[src/nearest_point_search_3d_assert.svh]
// ----------------------------------------------------------------------------
// Assertion macros for the nearest point search block
// Shared property templates; every user has clk and rst in scope.
// ----------------------------------------------------------------------------
`ifndef NEAREST_POINT_SEARCH_3D_ASSERT_SVH
`define NEAREST_POINT_SEARCH_3D_ASSERT_SVH

// Same-cycle implication, disabled during reset
`define NPS_ASSERT_IMPL(lbl, ante, cons, msg) \
  lbl: assert property (@(posedge clk) disable iff (rst) (ante) |-> (cons)) \
    else $error(msg);

// Next-cycle implication, disabled during reset
`define NPS_ASSERT_NEXT(lbl, ante, cons, msg) \
  lbl: assert property (@(posedge clk) disable iff (rst) (ante) |=> (cons)) \
    else $error(msg);

`endif

[src/nps_pkg.sv]
`timescale 1ns / 1ps
// ----------------------------------------------------------------------------
// nps_pkg
// Shared constants and command type for the nearest point search block.
// ----------------------------------------------------------------------------
package nps_pkg;

  localparam int MAX_TARGETS_DEF = 4096;
  localparam int COORD_BITS_DEF  = 18;

  // Input kind codes
  localparam logic [1:0] KIND_LOAD  = 2'd0;
  localparam logic [1:0] KIND_QUERY = 2'd1;
  localparam logic [1:0] KIND_CLEAR = 2'd2;

  // Result status codes
  localparam logic [1:0] ST_FOUND = 2'd0;
  localparam logic [1:0] ST_EMPTY = 2'd1;
  localparam logic [1:0] ST_FULL  = 2'd2;

  // Decoded command passed from front to back
  typedef enum logic [1:0] {
    OP_LOAD  = 2'd0,
    OP_QUERY = 2'd1,
    OP_CLEAR = 2'd2
  } op_t;

endpackage

[src/nps_front.sv]
`timescale 1ns / 1ps
// ----------------------------------------------------------------------------
// nps_front
// Accepts input beats, decodes the kind and registers a command; unused kind
// codes are dropped here.
// ----------------------------------------------------------------------------
module nps_front #(
  parameter int COORD_BITS = nps_pkg::COORD_BITS_DEF
) (
  input  logic                    clk,
  input  logic                    rst,
  input  logic                    in_valid,
  output logic                    in_ready,
  input  logic [1:0]              kind,
  input  logic [3*COORD_BITS-1:0] point,
  output logic                    cmd_valid,
  input  logic                    cmd_ready,
  output nps_pkg::op_t            cmd_op,
  output logic [3*COORD_BITS-1:0] cmd_point
);

  logic         hold_valid;
  logic         take;
  logic         keep;
  nps_pkg::op_t dec_op;

  assign in_ready  = !hold_valid || cmd_ready;
  assign take      = in_valid && in_ready;
  assign cmd_valid = hold_valid;

  // Decode kind; code three carries no work
  always_comb begin
    dec_op = nps_pkg::OP_LOAD;
    keep   = 1'b1;
    unique case (kind)
      nps_pkg::KIND_LOAD:  dec_op = nps_pkg::OP_LOAD;
      nps_pkg::KIND_QUERY: dec_op = nps_pkg::OP_QUERY;
      nps_pkg::KIND_CLEAR: dec_op = nps_pkg::OP_CLEAR;
      default:             keep   = 1'b0;
    endcase
  end

  // Hold the decoded command until the queue takes it
  always_ff @(posedge clk) begin
    if (rst) begin
      hold_valid <= 1'b0;
    end else if (take) begin
      hold_valid <= keep;
    end else if (cmd_ready) begin
      hold_valid <= 1'b0;
    end
  end

  always_ff @(posedge clk) begin
    if (take) begin
      cmd_op    <= dec_op;
      cmd_point <= point;
    end
  end

endmodule

[config.mk]
export PLATFORM = sky130hd
export DESIGN_NAME = nps_front
export DESIGN_NICKNAME = d
export VERILOG_FILES = /design/src/nearest_point_search_3d_assert.svh /design/src/nps_pkg.sv /design/src/nps_front.sv
export SDC_FILE = /design/constraint.sdc
export NUM_CORES = 1
export LEC_CHECK = 0
export BUFFER_PORTS_ARGS = -buffer_cell sky130_fd_sc_hd__buf_2
export CAP_MARGIN = 20
export CORE_MARGIN = 4
export CORE_UTILIZATION = 43
export DETAILED_ROUTE_END_ITERATION = 8
export GPL_ROUTABILITY_DRIVEN = 0
export PLACE_DENSITY = 0.89
export SETUP_SLACK_MARGIN = 0.1
export SLEW_MARGIN = 25
export SYNTH_ARGS = -nofsm -noshare
export SYNTH_HDL_FRONTEND = slang
export SYNTH_SLANG_ARGS = --single-unit
[constraint.sdc]
create_clock -name clk -period 4.5 [get_ports clk]
set_input_delay 0.9 -clock clk [delete_from_list [all_inputs] [get_ports clk]]
set_output_delay 0.9 -clock clk [all_outputs]
set_load 0.01 [all_outputs]
==> results_dict.tcl <==
set metrics [dict create \
    post_cts_buffers 0 \
    p_per_area_mw_per_mm2 452 \
    fmax_ghz 0.458 \
    cts_hold_buf 0 \
    synth_cell_types 7 \
    drt-initial-drc-count 27 \
    met1_usage_pct 14.0 \
    core_area_mm2 0.00380 \
    grt_pass1_vias 1235 \
    fill_cells 243 \
    internal_power_uw 951 \
    required_ns 3.60 \
    cts_tree "built" \
    drtAntennaViolNets 0 \
    yosys.area.top_type "edfxtp_1" \
    crit_chain "buf_2 > nand2b_4 > buf_2" \
    syn_area_per_cell_um2 27.8 \
    rsz0062_at_grt "no" \
    cts_root_buffer "clkbuf_8" \
    met2_usage_pct 26.6 \
    maxCapViolCount 0 \
    p_clk_share_pct 39.2 \
    grt_first_pass_wirelength_um 5730 \
    clock_sinks 57 \
    relSlewSlack_pct 53.8 \
    drc 0 \
    drv_slew 0 \
    num_antenna_cells 0 \
    path_clk_slew_ns 0.06 \
    period_share_pct 48.5 \
    critPathKind "in2out" \
    cp.arrival_ns 1.28 \
    yosysWarnings 0 \
    dr.pass1.iters 3 \
    critPathMaxStageDelay_ns 0.15 \
    timing.final.setup_violations 0 \
    cts_buffers 9 \
    dieArea_mm2 0.00517 \
    dpl_cell_area_mm2 0.00240 \
    switching_share_pct 19.5 \
    avgRoutedWirePerCell_um 16.2 \
    p_leak_nw 1.15 \
    critPathMostFrequentCell "buf_2" \
    die-width_um 71.9 \
    design_area_mm2 0.00261 \
    syn_nets 123 \
    grt_overflow 0 \
    via_per_inst 4.47 \
    pin_count 118 \
    vdd_drop_max_v 0.000323 \
    fin_crit_ns 2.18 \
    synth_seq_cells 57 \
    yosys-top-cells-area "edfxtp_1 (96%), dfxtp_1 (1.1%), nand2b_4 (0.78%)" \
    yosysTopAreaCellShare_pct 95.9 \
    layout-drive-gt1-share_pct 69.4 \
    p_comb_share_pct 7.6 \
    grt_max_degree 57 \
    antenna_found_initial 1 \
    clk_latency_ns 0.31 \
    setup_tns_ns 0 \
    clk_path_buf_depth 2 \
    use_met3_pct 10.9 \
    post-route-util_pct 68.8 \
    routed_wl_um 3960 \
    cp_slowest_cell "nand2b_4" \
    rows 22 \
    portBuffers 117 \
    nNetsFinal 251 \
    vias 1091 \
    start_kind "primary input" \
    die_h_um 71.9 \
    grt.total_usage_pct 15.9 \
    start_util_pct 46.2 \
    switching_power_uw 231 \
    h-tree-depth 3 \
    cts_resized 0 \
    end_kind "output port" \
    seq_power_share_pct 53.3 \
    area_delta_synth_final_pct 48.9 \
    synth_area_mm2 0.00175 \
    hold_viol_final 0 \
    fin_skew_ns 0.00519 \
    syn_inst 63 \
    p_total_mw 1.18 \
    tightest_slew_ns 0.693 \
    worst-path-max-fanout 3 \
    hold_class "reg2reg" \
    grt.busiest_layer "met2" \
    status "finished, final reports clean" \
    synth_seq_area_share_pct 97.0 \
]
## cell usage after synthesis
library cell	number
and2_2	1
a21bo_1	1
a21oi_2	1
edfxtp_1	56
dfxtp_1	1
nor2b_1	2
nand2b_4	1
## cells by family (layout without fill, tap and decap cells)
| group | Yosys count | in the layout | synth area share (%) |
|---|---|---|---|
| AND/OR/NAND/NOR | 4 | 4 | 1.93 |
| buffers and inverters | 0 | 133 | 0 |
| flip-flops | 57 | 57 | 97.0 |
| AO/OA/AOI/OAI | 2 | 2 | 1.07 |
## worst max-delay path: cells and delay by family
kind / cells / cell delay (ns)
buf+inv: 2 / 0.24
simple gates: 1 / 0.15
## sequential cells by signal, indices dropped and copies added, names as in the netlist
register,cells
cmd_point,54
cmd_valid,1
cmd_op,2
## layout by cell type, fill, tap and decap left out
master      n
a21bo_1     1
a21oi_2     1
and2_4      1
buf_2     117
clkbuf_8   15
clkinv_2    1
dfxtp_1     1
edfxtp_1   56
nand2b_4    1
nor2b_1     2
## through the flow
| step | cells | setup slack, ns | hold slack (ns) |
|---|---|---|---|
| 6_report | 244 | 2.32 | 0.514 |
| 3_5_place_dp | 228 | 2.32 | 0.510 |
| 3_3_place_gp | 228 | 2.08 | 0.478 |
| 4_1_cts | 244 | 2.32 | 0.520 |
| 2_1_floorplan | 63 | 2.31 | 0.532 |
| 5_1_grt | 244 | 2.30 | 0.537 |
## power by group through the flow
stage / clock [mW] / combinational [mW] / sequential, mW
3_5_place_dp: 0 / 0.0908 / 0.641
5_1_grt: 0.500 / 0.0971 / 0.632
6_report: 0.463 / 0.0892 / 0.629
4_1_cts: 0.473 / 0.0912 / 0.630
3_3_place_gp: 0 / 0.0867 / 0.639
2_1_floorplan: 0 / 0.0124 / 0.658
## metal layers
metal | routed length [µm] | part of all wire (%)
met5 | 9 | 0.23
met4 | 69 | 1.7
met3 | 671 | 17
met2 | 1940 | 49
met1 | 1270 | 32
## final timing paths
path	slack [ns]	endpoint	start	cells past startpoint
worst max register to register	3.08	cmd_point[43]$_DFFE_PP_	cmd_valid$_SDFFE_PP0P_	2
worst max-delay path	2.32	in_ready	cmd_ready	3
worst min register to register	0.51	cmd_valid$_SDFFE_PP0P_	cmd_valid$_SDFFE_PP0P_	2
worst min-delay path	0.51	cmd_valid$_SDFFE_PP0P_	cmd_valid$_SDFFE_PP0P_	2
## area by class of cell
cell class | instances | area [µm²] | share of cell area (%)
clock inverter | 1 | 5.00 | 0.192
clock buffer | 15 | 206 | 7.90
multi-input combinational | 6 | 53.8 | 2.06
sequential | 57 | 1700 | 65.1
timing repair buffer | 117 | 586 | 22.4
tap | 48 | 60.1 | 2.30
(Power assumes the default switching activity.)
