### src/nearest_point_search_3d_assert.svh
// ----------------------------------------------------------------------------
// Assertion macros for the nearest point search block
// Shared property templates; every user has clk and rst in scope.
// ----------------------------------------------------------------------------
`ifndef NEAREST_POINT_SEARCH_3D_ASSERT_SVH
`define NEAREST_POINT_SEARCH_3D_ASSERT_SVH

// Same-cycle implication, disabled during reset
`define NPS_ASSERT_IMPL(lbl, ante, cons, msg) \
  lbl: assert property (@(posedge clk) disable iff (rst) (ante) |-> (cons)) \
    else $error(msg);

// Next-cycle implication, disabled during reset
`define NPS_ASSERT_NEXT(lbl, ante, cons, msg) \
  lbl: assert property (@(posedge clk) disable iff (rst) (ante) |=> (cons)) \
    else $error(msg);

`endif

### src/nps_pkg.sv
`timescale 1ns / 1ps
// ----------------------------------------------------------------------------
// nps_pkg
// Shared constants and command type for the nearest point search block.
// ----------------------------------------------------------------------------
package nps_pkg;

  localparam int MAX_TARGETS_DEF = 4096;
  localparam int COORD_BITS_DEF  = 18;

  // Input kind codes
  localparam logic [1:0] KIND_LOAD  = 2'd0;
  localparam logic [1:0] KIND_QUERY = 2'd1;
  localparam logic [1:0] KIND_CLEAR = 2'd2;

  // Result status codes
  localparam logic [1:0] ST_FOUND = 2'd0;
  localparam logic [1:0] ST_EMPTY = 2'd1;
  localparam logic [1:0] ST_FULL  = 2'd2;

  // Decoded command passed from front to back
  typedef enum logic [1:0] {
    OP_LOAD  = 2'd0,
    OP_QUERY = 2'd1,
    OP_CLEAR = 2'd2
  } op_t;

endpackage

### src/nps_cmd_queue.sv
`timescale 1ns / 1ps
// ----------------------------------------------------------------------------
// nps_cmd_queue
// Two-entry command queue between the front and the back.
// ----------------------------------------------------------------------------
module nps_cmd_queue #(
  parameter int WIDTH = 2 + 3 * nps_pkg::COORD_BITS_DEF
) (
  input  logic             clk,
  input  logic             rst,
  input  logic             in_valid,
  output logic             in_ready,
  input  logic [WIDTH-1:0] in_data,
  output logic             out_valid,
  input  logic             out_ready,
  output logic [WIDTH-1:0] out_data
);

  logic [WIDTH-1:0] slot [2];
  logic             wr_ptr;
  logic             rd_ptr;
  logic [1:0]       fill;
  logic             push;
  logic             pop;

  assign in_ready  = (fill != 2'd2);
  assign out_valid = (fill != 2'd0);
  assign out_data  = slot[rd_ptr];
  assign push      = in_valid && in_ready;
  assign pop       = out_valid && out_ready;

  // Advance pointers and fill level
  always_ff @(posedge clk) begin
    if (rst) begin
      wr_ptr <= 1'b0;
      rd_ptr <= 1'b0;
      fill   <= 2'd0;
    end else begin
      if (push) begin
        wr_ptr <= !wr_ptr;
      end
      if (pop) begin
        rd_ptr <= !rd_ptr;
      end
      if (push && !pop) begin
        fill <= fill + 2'd1;
      end else if (pop && !push) begin
        fill <= fill - 2'd1;
      end
    end
  end

  always_ff @(posedge clk) begin
    if (push) begin
      slot[wr_ptr] <= in_data;
    end
  end

endmodule

### config.mk
export PLATFORM = sky130hd
export DESIGN_NAME = nps_cmd_queue
export DESIGN_NICKNAME = d
export VERILOG_FILES = /design/src/nearest_point_search_3d_assert.svh /design/src/nps_pkg.sv /design/src/nps_cmd_queue.sv
export SDC_FILE = /design/constraint.sdc
export NUM_CORES = 1
export LEC_CHECK = 0
export BUFFER_PORTS_ARGS = -buffer_cell sky130_fd_sc_hd__buf_2
export CORE_ASPECT_RATIO = 1.5
export CORE_UTILIZATION = 35
export DETAILED_ROUTE_END_ITERATION = 10
export PLACE_DENSITY = 0.54
export SETUP_SLACK_MARGIN = 0.2
export SYNTH_ARGS = -nofsm -noshare
export SYNTH_HDL_FRONTEND = slang
export SYNTH_SLANG_ARGS = --single-unit
### constraint.sdc
create_clock -name clk -period 3.2 [get_ports clk]
set_input_delay 0.32 -clock clk [delete_from_list [all_inputs] [get_ports clk]]
set_output_delay 0.32 -clock clk [all_outputs]
set_load 0.005 [all_outputs]
==> results.json, run 1 <==
{
  "syn-cell-area_um2": 4270,
  "avgSynthCellArea_um2": 21.6,
  "maxCapViolations": 0,
  "power_density_nw_per_um2": 826,
  "reg2reg_slack_ns": 1.27,
  "nFillCells": 1109,
  "grt_max_degree": 32,
  "grt_pass1_wl_mm": 11.7,
  "synth_area_leader_cell": "edfxtp_1",
  "criticalPathCategory": "reg2out",
  "rsz0062_at_grt": "false",
  "final_net_count": 392,
  "grt_usage_pct": 13.0,
  "startpoint_type": "register",
  "clock_sinks": 117,
  "cp_max_fo": 31,
  "yosysTopAreaCellShare_pct": 78.7,
  "setup_viol": 0,
  "yosys_warnings": 0,
  "worstPathArrival_ns": 1.97,
  "final_util_pct": 46.9,
  "finalSetupTns_ns": 0,
  "die_width_um": 92.2,
  "hpwlAfterDp_mm": 5.08,
  "clk_latency_ns": 0.40,
  "postCtsSetupBuffers": 0,
  "drcViolationCount": 0,
  "timing.rr.start": "fill[0]",
  "ios": 118,
  "hold_end": "slot[1][45]",
  "area_delta_synth_final_pct": 31.1,
  "clk_path_buf_depth": 2,
  "synthArstFlopShare_pct": 0,
  "hold_depth": 1,
  "ys_types": 19,
  "ys_ff_latch": 117,
  "num_rows": 49,
  "period_share_pct": 71.5,
  "synth_nets": 259,
  "antenna_cells": 0,
  "slew_headroom_pct": 51.7,
  "cts_resized": 0,
  "numCtsBuffers": 17,
  "drt_wl_total_mm": 7.88,
  "ctsHtreeMaxLevel": 4,
  "initial_core_util_pct": 35.8,
  "ctsHoldBuffers": 0,
  "dieArea_um2": 12700,
  "vias": 2252,
  "min_path_type": "in2reg",
  "netlist_top_cells_count": "edfxtp_1 (112), mux2_2 (56), dfxtp_1 (5)",
  "root_buffer": "clkbuf_16",
  "rr_worst_depth": 3,
  "antenna_found_initial": 1,
  "path_clk_slew_ns": 0.05,
  "finClkSkew_ns": 0.00653,
  "synth_edf_count": 112,
  "p_total_uw": 4630,
  "synth_area_leaders": "edfxtp_1 (79%), mux2_2 (15%), dfxtp_1 (2.3%)",
  "worstMarginPinSlew_ns": 0.725,
  "drt-wirelength-per-cell_um": 15.9,
  "drtAntennaViolNets": 0,
  "worstPathRequired_ns": 2.88,
  "drtIter0Drc": 107,
  "die_h_um": 137,
  "grt_pass1_vias": 2352,
  "yosysSeqAreaShare_pct": 81.0,
  "hold_viol": 0,
  "synth_cells": 198,
  "cts_tree": "built",
  "p_leak_uw": 0.00210,
  "grt_overflow": 0,
  "status": "finished clean",
  "synthFlopType": "edfxtp_1",
  "dr.pass1.iters": 4,
  "slew_violations": 0,
  "hp-start": "in_data[45]",
  "min_period_ns": 2.29,
  "drive_gt1_share_pct": 60.5,
  "core_um2": 12000,
  "port_buffers": 117,
  "max_freq_ghz": 0.437,
  "ir_drop_mv": 0.378,
  "viasPerCell": 4.53,
  "yosysMostFrequentCell": "edfxtp_1",
  "place.gp.congestion": 0.666,
  "rr_endpoint": "slot[1][48]",
  "cp-end-kind": "output port"
}
-- through the flow --
| stage | hold slack (ns) | setup slack (ns) | cells | instance area [um2] |
|---|---|---|---|---|
| after floorplan | 0.389 | 0.812 | 198 | 4270 |
| after global placement | 0.487 | 1.24 | 465 | 5060 |
| after detailed placement | 0.502 | 1.24 | 465 | 5060 |
| after CTS | 0.0856 | 0.846 | 497 | 5610 |
| after global routing | 0.0832 | 0.791 | 497 | 5610 |
| final | 0.104 | 0.911 | 497 | 5610 |
-- placed cells by master, fill, tap and decap left out, drive strengths merged, types with 2 or more instances in the layout --
master,instances
edfxtp,112
dfxtp,5
bufinv,2
a21oi,2
xor2,3
clkinv,8
o21ai,2
buf,120
clkinvlp,2
clkbuf,20
mux2,56
nor2,3
-- kinds of logic (layout without fill, tap and decap cells) --
kind of cell               count (synthesis)  in the layout  synth area share (%)
buffers and inverters                      7            153                  1.43
DFF                                      117            117                  81.0
AOI/OAI and AO/OA                          5              5                 0.703
and+or+nand+nor                            9              9                  1.17
xor gates and xnor gates                   3              3                 0.615
adders and majority gates                  1              1                 0.293
muxes                                     56             56                  14.8
-- how the worst max path moves through the flow --
stage / cells past startpoint / slack [ns] / start / end
5_1_grt: 3 / 0.79 / register / out_data[13]
2_1_floorplan: 2 / 0.81 / fill[0] / slot[1][0]
3_3_place_gp: 3 / 1.24 / fill[0] / slot[1][44]
6_report: 3 / 0.91 / register / out_data[13]
3_5_place_dp: 3 / 1.24 / fill[0] / slot[1][45]
4_1_cts: 3 / 0.85 / register / out_data[13]
-- power by group --
part | total, uW | leakage [uW] | switching [uW] | internal [uW]
clock network | 1740 | 0.000268 | 609 | 1130
logic | 875 | 0.000749 | 397 | 478
registers | 2020 | 0.00109 | 98.7 | 1920
-- cell type report --
class	instances	area (um2)	share of cell area, %
Clock buffer	20	437	7.79
Clock inverter	12	113	2.01
Inverter	1	3.75	0.0670
Multi-Input combinational cell	74	751	13.4
Sequential cell	117	3460	61.8
Tap cell	153	191	3.42
Timing Repair Buffer	120	646	11.5
-- sequential cells by signal, indices dropped and copies added, names as in the netlist, named ones only --
name / flops
slot: 112
fill: 2
rd_ptr: 1
wr_ptr: 1
-- layer usage --
metal	GRT usage, %	part of all wire [%]	vias to the layer above
met3	5.24	5.9	16
met5	0	0.20	-
met1	12.3	36	1109
met2	23.6	56	76
met4	7.29	2.2	2
li1	-	-	1049
-- critical path, cell delays in order, from the launching register on --
cell and delay, ns:
dfxtp_2 0.76, buf_12 0.28, mux2_2 0.37, buf_2 0.13
Note: power is estimated with default switching activity, not from simulation.
==> run 2: changes to the inputs <==
--- a/config.mk
+++ b/config.mk
@@ -5,6 +5,7 @@
 export SDC_FILE = /design/constraint.sdc
 export NUM_CORES = 1
 export LEC_CHECK = 0
+export ABC_AREA = 1
 export BUFFER_PORTS_ARGS = -buffer_cell sky130_fd_sc_hd__buf_2
 export CORE_ASPECT_RATIO = 1.5
 export CORE_UTILIZATION = 35
==> constraint.sdc (replaced) <==
create_clock -name clk -period 2.2 [get_ports clk]
set_input_delay 0.22 -clock clk [delete_from_list [all_inputs] [get_ports clk]]
set_output_delay 0.22 -clock clk [all_outputs]
set_load 0.005 [all_outputs]
==> results.json, run 2 <==
{
  "clk_latency_ns": 0.40,
  "port_buffers": 117,
  "wl_met3_um": 415,
  "worstPathRequired_ns": 1.98,
  "seqCellArea_um2": 3470,
  "multi_input_area_um2": 905,
  "antenna_found_initial": 0,
  "maxCapViolations": 0,
  "setup_viol": 0,
  "final_cell_mix": "buf_2 (117), edfxtp_1 (112), dlygate4sd3_1 (47)",
  "core_um2": 12400,
  "dpl.cell_count": 484,
  "synth_area_leader_cell": "edfxtp_1",
  "synthFlopType": "edfxtp_1",
  "die_h_um": 140,
  "rsz0062_at_grt": "false",
  "place.gp.congestion": 0.686,
  "grt_usage_pct": 13.2,
  "power_density_nw_per_um2": 1150,
  "finClkSkew_ns": 0.00627,
  "ys_ff_latch": 117,
  "drive_gt1_share_pct": 50.6,
  "period_share_pct": 84.8,
  "ir_drop_mv": 0.575,
  "cp_max_fo": 56,
  "grt_pass1_vias": 2603,
  "root_buffer": "clkbuf_16",
  "mostFrequentLayoutCell": "buf_2",
  "grt_max_degree": 57,
  "dieArea_um2": 13200,
  "yosysSeqAreaShare_pct": 77.9,
  "postCtsSetupBuffers": 0,
  "numCtsBuffers": 17,
  "grt_overflow": 0,
  "synth_edf_count": 112,
  "synth_cells": 211,
  "ys_types": 14,
  "timing.rr.start": "fill[0]",
  "path_clk_slew_ns": 0.05,
  "area_delta_synth_final_pct": 42.7,
  "final_net_count": 455,
  "max_freq_ghz": 0.536,
  "criticalPathCategory": "reg2out",
  "viasPerCell": 4.44,
  "nFillCells": 1068,
  "wl_met1_mm": 3.05,
  "slew_violations": 0,
  "worstPathArrival_ns": 1.65,
  "antenna_cells": 0,
  "worstMarginPinSlew_ns": 0.415,
  "min_path_type": "in2reg",
  "clock_sinks": 117,
  "ios": 118,
  "slew_headroom_pct": 72.4,
  "p_leak_uw": 0.00251,
  "drtIter0Drc": 100,
  "cts_resized": 0,
  "max_flop_register": "slot",
  "drt_wl_total_mm": 8.12,
  "yosysTopAreaCellShare_pct": 75.7,
  "hpwlAfterDp_mm": 5.01,
  "num_rows": 50,
  "cts_tree": "built",
  "initial_core_util_pct": 35.7,
  "whs_ns": 0.0198,
  "yosys_warnings": 0,
  "startpoint_type": "register",
  "min_period_ns": 1.87,
  "drt-wirelength-per-cell_um": 14.4,
  "syn-cell-area_um2": 4440,
  "cp-end-kind": "output port",
  "dr.max_layer_used": "met4",
  "synth_nets": 272,
  "ctsHtreeMaxLevel": 4,
  "yosysMostFrequentCell": "edfxtp_1",
  "synth_area_leaders": "edfxtp_1 (76%), mux2_4 (14%), mux2_2 (4.1%)",
  "avgSynthCellArea_um2": 21.1,
  "drcViolationCount": 0,
  "synthArstFlopShare_pct": 0,
  "wl_met2_mm": 4.43,
  "netlist_top_cells_count": "edfxtp_1 (112), mux2_4 (40), mux2_2 (16)",
  "reg_top3": "slot: 112 flops, fill: 2 flops",
  "die_width_um": 94.0,
  "status": "finished clean",
  "hp-start": "in_data[14]",
  "clk_path_buf_depth": 2,
  "grt_pass1_wl_mm": 12.7,
  "largest_reg_flops": 112,
  "dr.pass1.iters": 4,
  "instances_no_fill": 563,
  "final_util_pct": 50.9,
  "drtAntennaViolNets": 0,
  "hold_viol": 0,
  "vias": 2498
}
[run 2: changes by cell type after synthesis, moves of 2 or more]
| cell | change |
|---|---|
| mux2_2 | -40 |
| mux2_4 | +40 |
| nand2_1 | +9 |
| inv_1 | +7 |
| nor2_1 | +4 |
| xor2_1 | -3 |
| nand3_1 | +2 |
[run 2: final cells by class]
cell class / count / area share [%]
Clock buffer: 18 / 6.77
Timing Repair Buffer: 170 / 17.8
Sequential cell: 117 / 54.7
Clock inverter: 14 / 2.98
Multi-Input combinational cell: 80 / 14.3
Tap cell: 156 / 3.08
Inverter: 8 / 0.474
[run 2: power breakdown]
group | internal (uW) | switching (uW)
Clock | 1970 | 884
Sequential | 2820 | 81.2
Combinational | 811 | 699
[run 2: logic make-up (layout without fill, tap and decap cells)]
kind of cell / after synthesis / count (layout) / share of synthesized area [%]
AO/OA/AOI/OAI: 4 / 4 / 0.450
adder cells (fa/ha/maj): 1 / 1 / 0.281
buffers and inverters: 14 / 210 / 2.06
flip-flops: 117 / 117 / 77.9
multiplexers: 56 / 56 / 17.6
AND/OR/NAND/NOR: 19 / 19 / 1.72
[run 2: worst paths after layout]
check | to | slack, ns | cells past startpoint
worst min register to register | register | 0.51 | 2
worst max register to register | fill[1] | 0.66 | 10
worst max-delay path | out_data[48] | 0.33 | 3
worst min-delay path | slot[0][14] | 0.02 | 1
[run 2: critical path, cell delays in order (launching register included)]
cell	delay (ns)
dfxtp_4	0.34
buf_12	0.35
mux2_2	0.39
buf_2	0.13
[run 2: what timing repair did]
action	4_1_cts	5_1_grt
endpoints found under the setup margin	0	0
hold endpoints to repair	91	1
hold buffers	46	1
[run 2: metrics by stage]
step	total power [uW]	setup WS, ns	TNS [ns]	area, um2
after floorplan	3870	-0.260	-29.07	4450
after global placement	4400	0.731	0	5250
after detailed placement	4430	0.666	0	5250
after CTS	7380	0.292	0	6330
after global routing	7590	0.267	0	6340
final	7270	0.335	0	6340
[run 2: routing by layer]
layer | vias up | global-route usage, %
met5 | - | 0
met2 | 79 | 23.2
li1 | 1179 | -
met1 | 1222 | 13.0
met4 | 0 | 8.58
met3 | 18 | 4.51
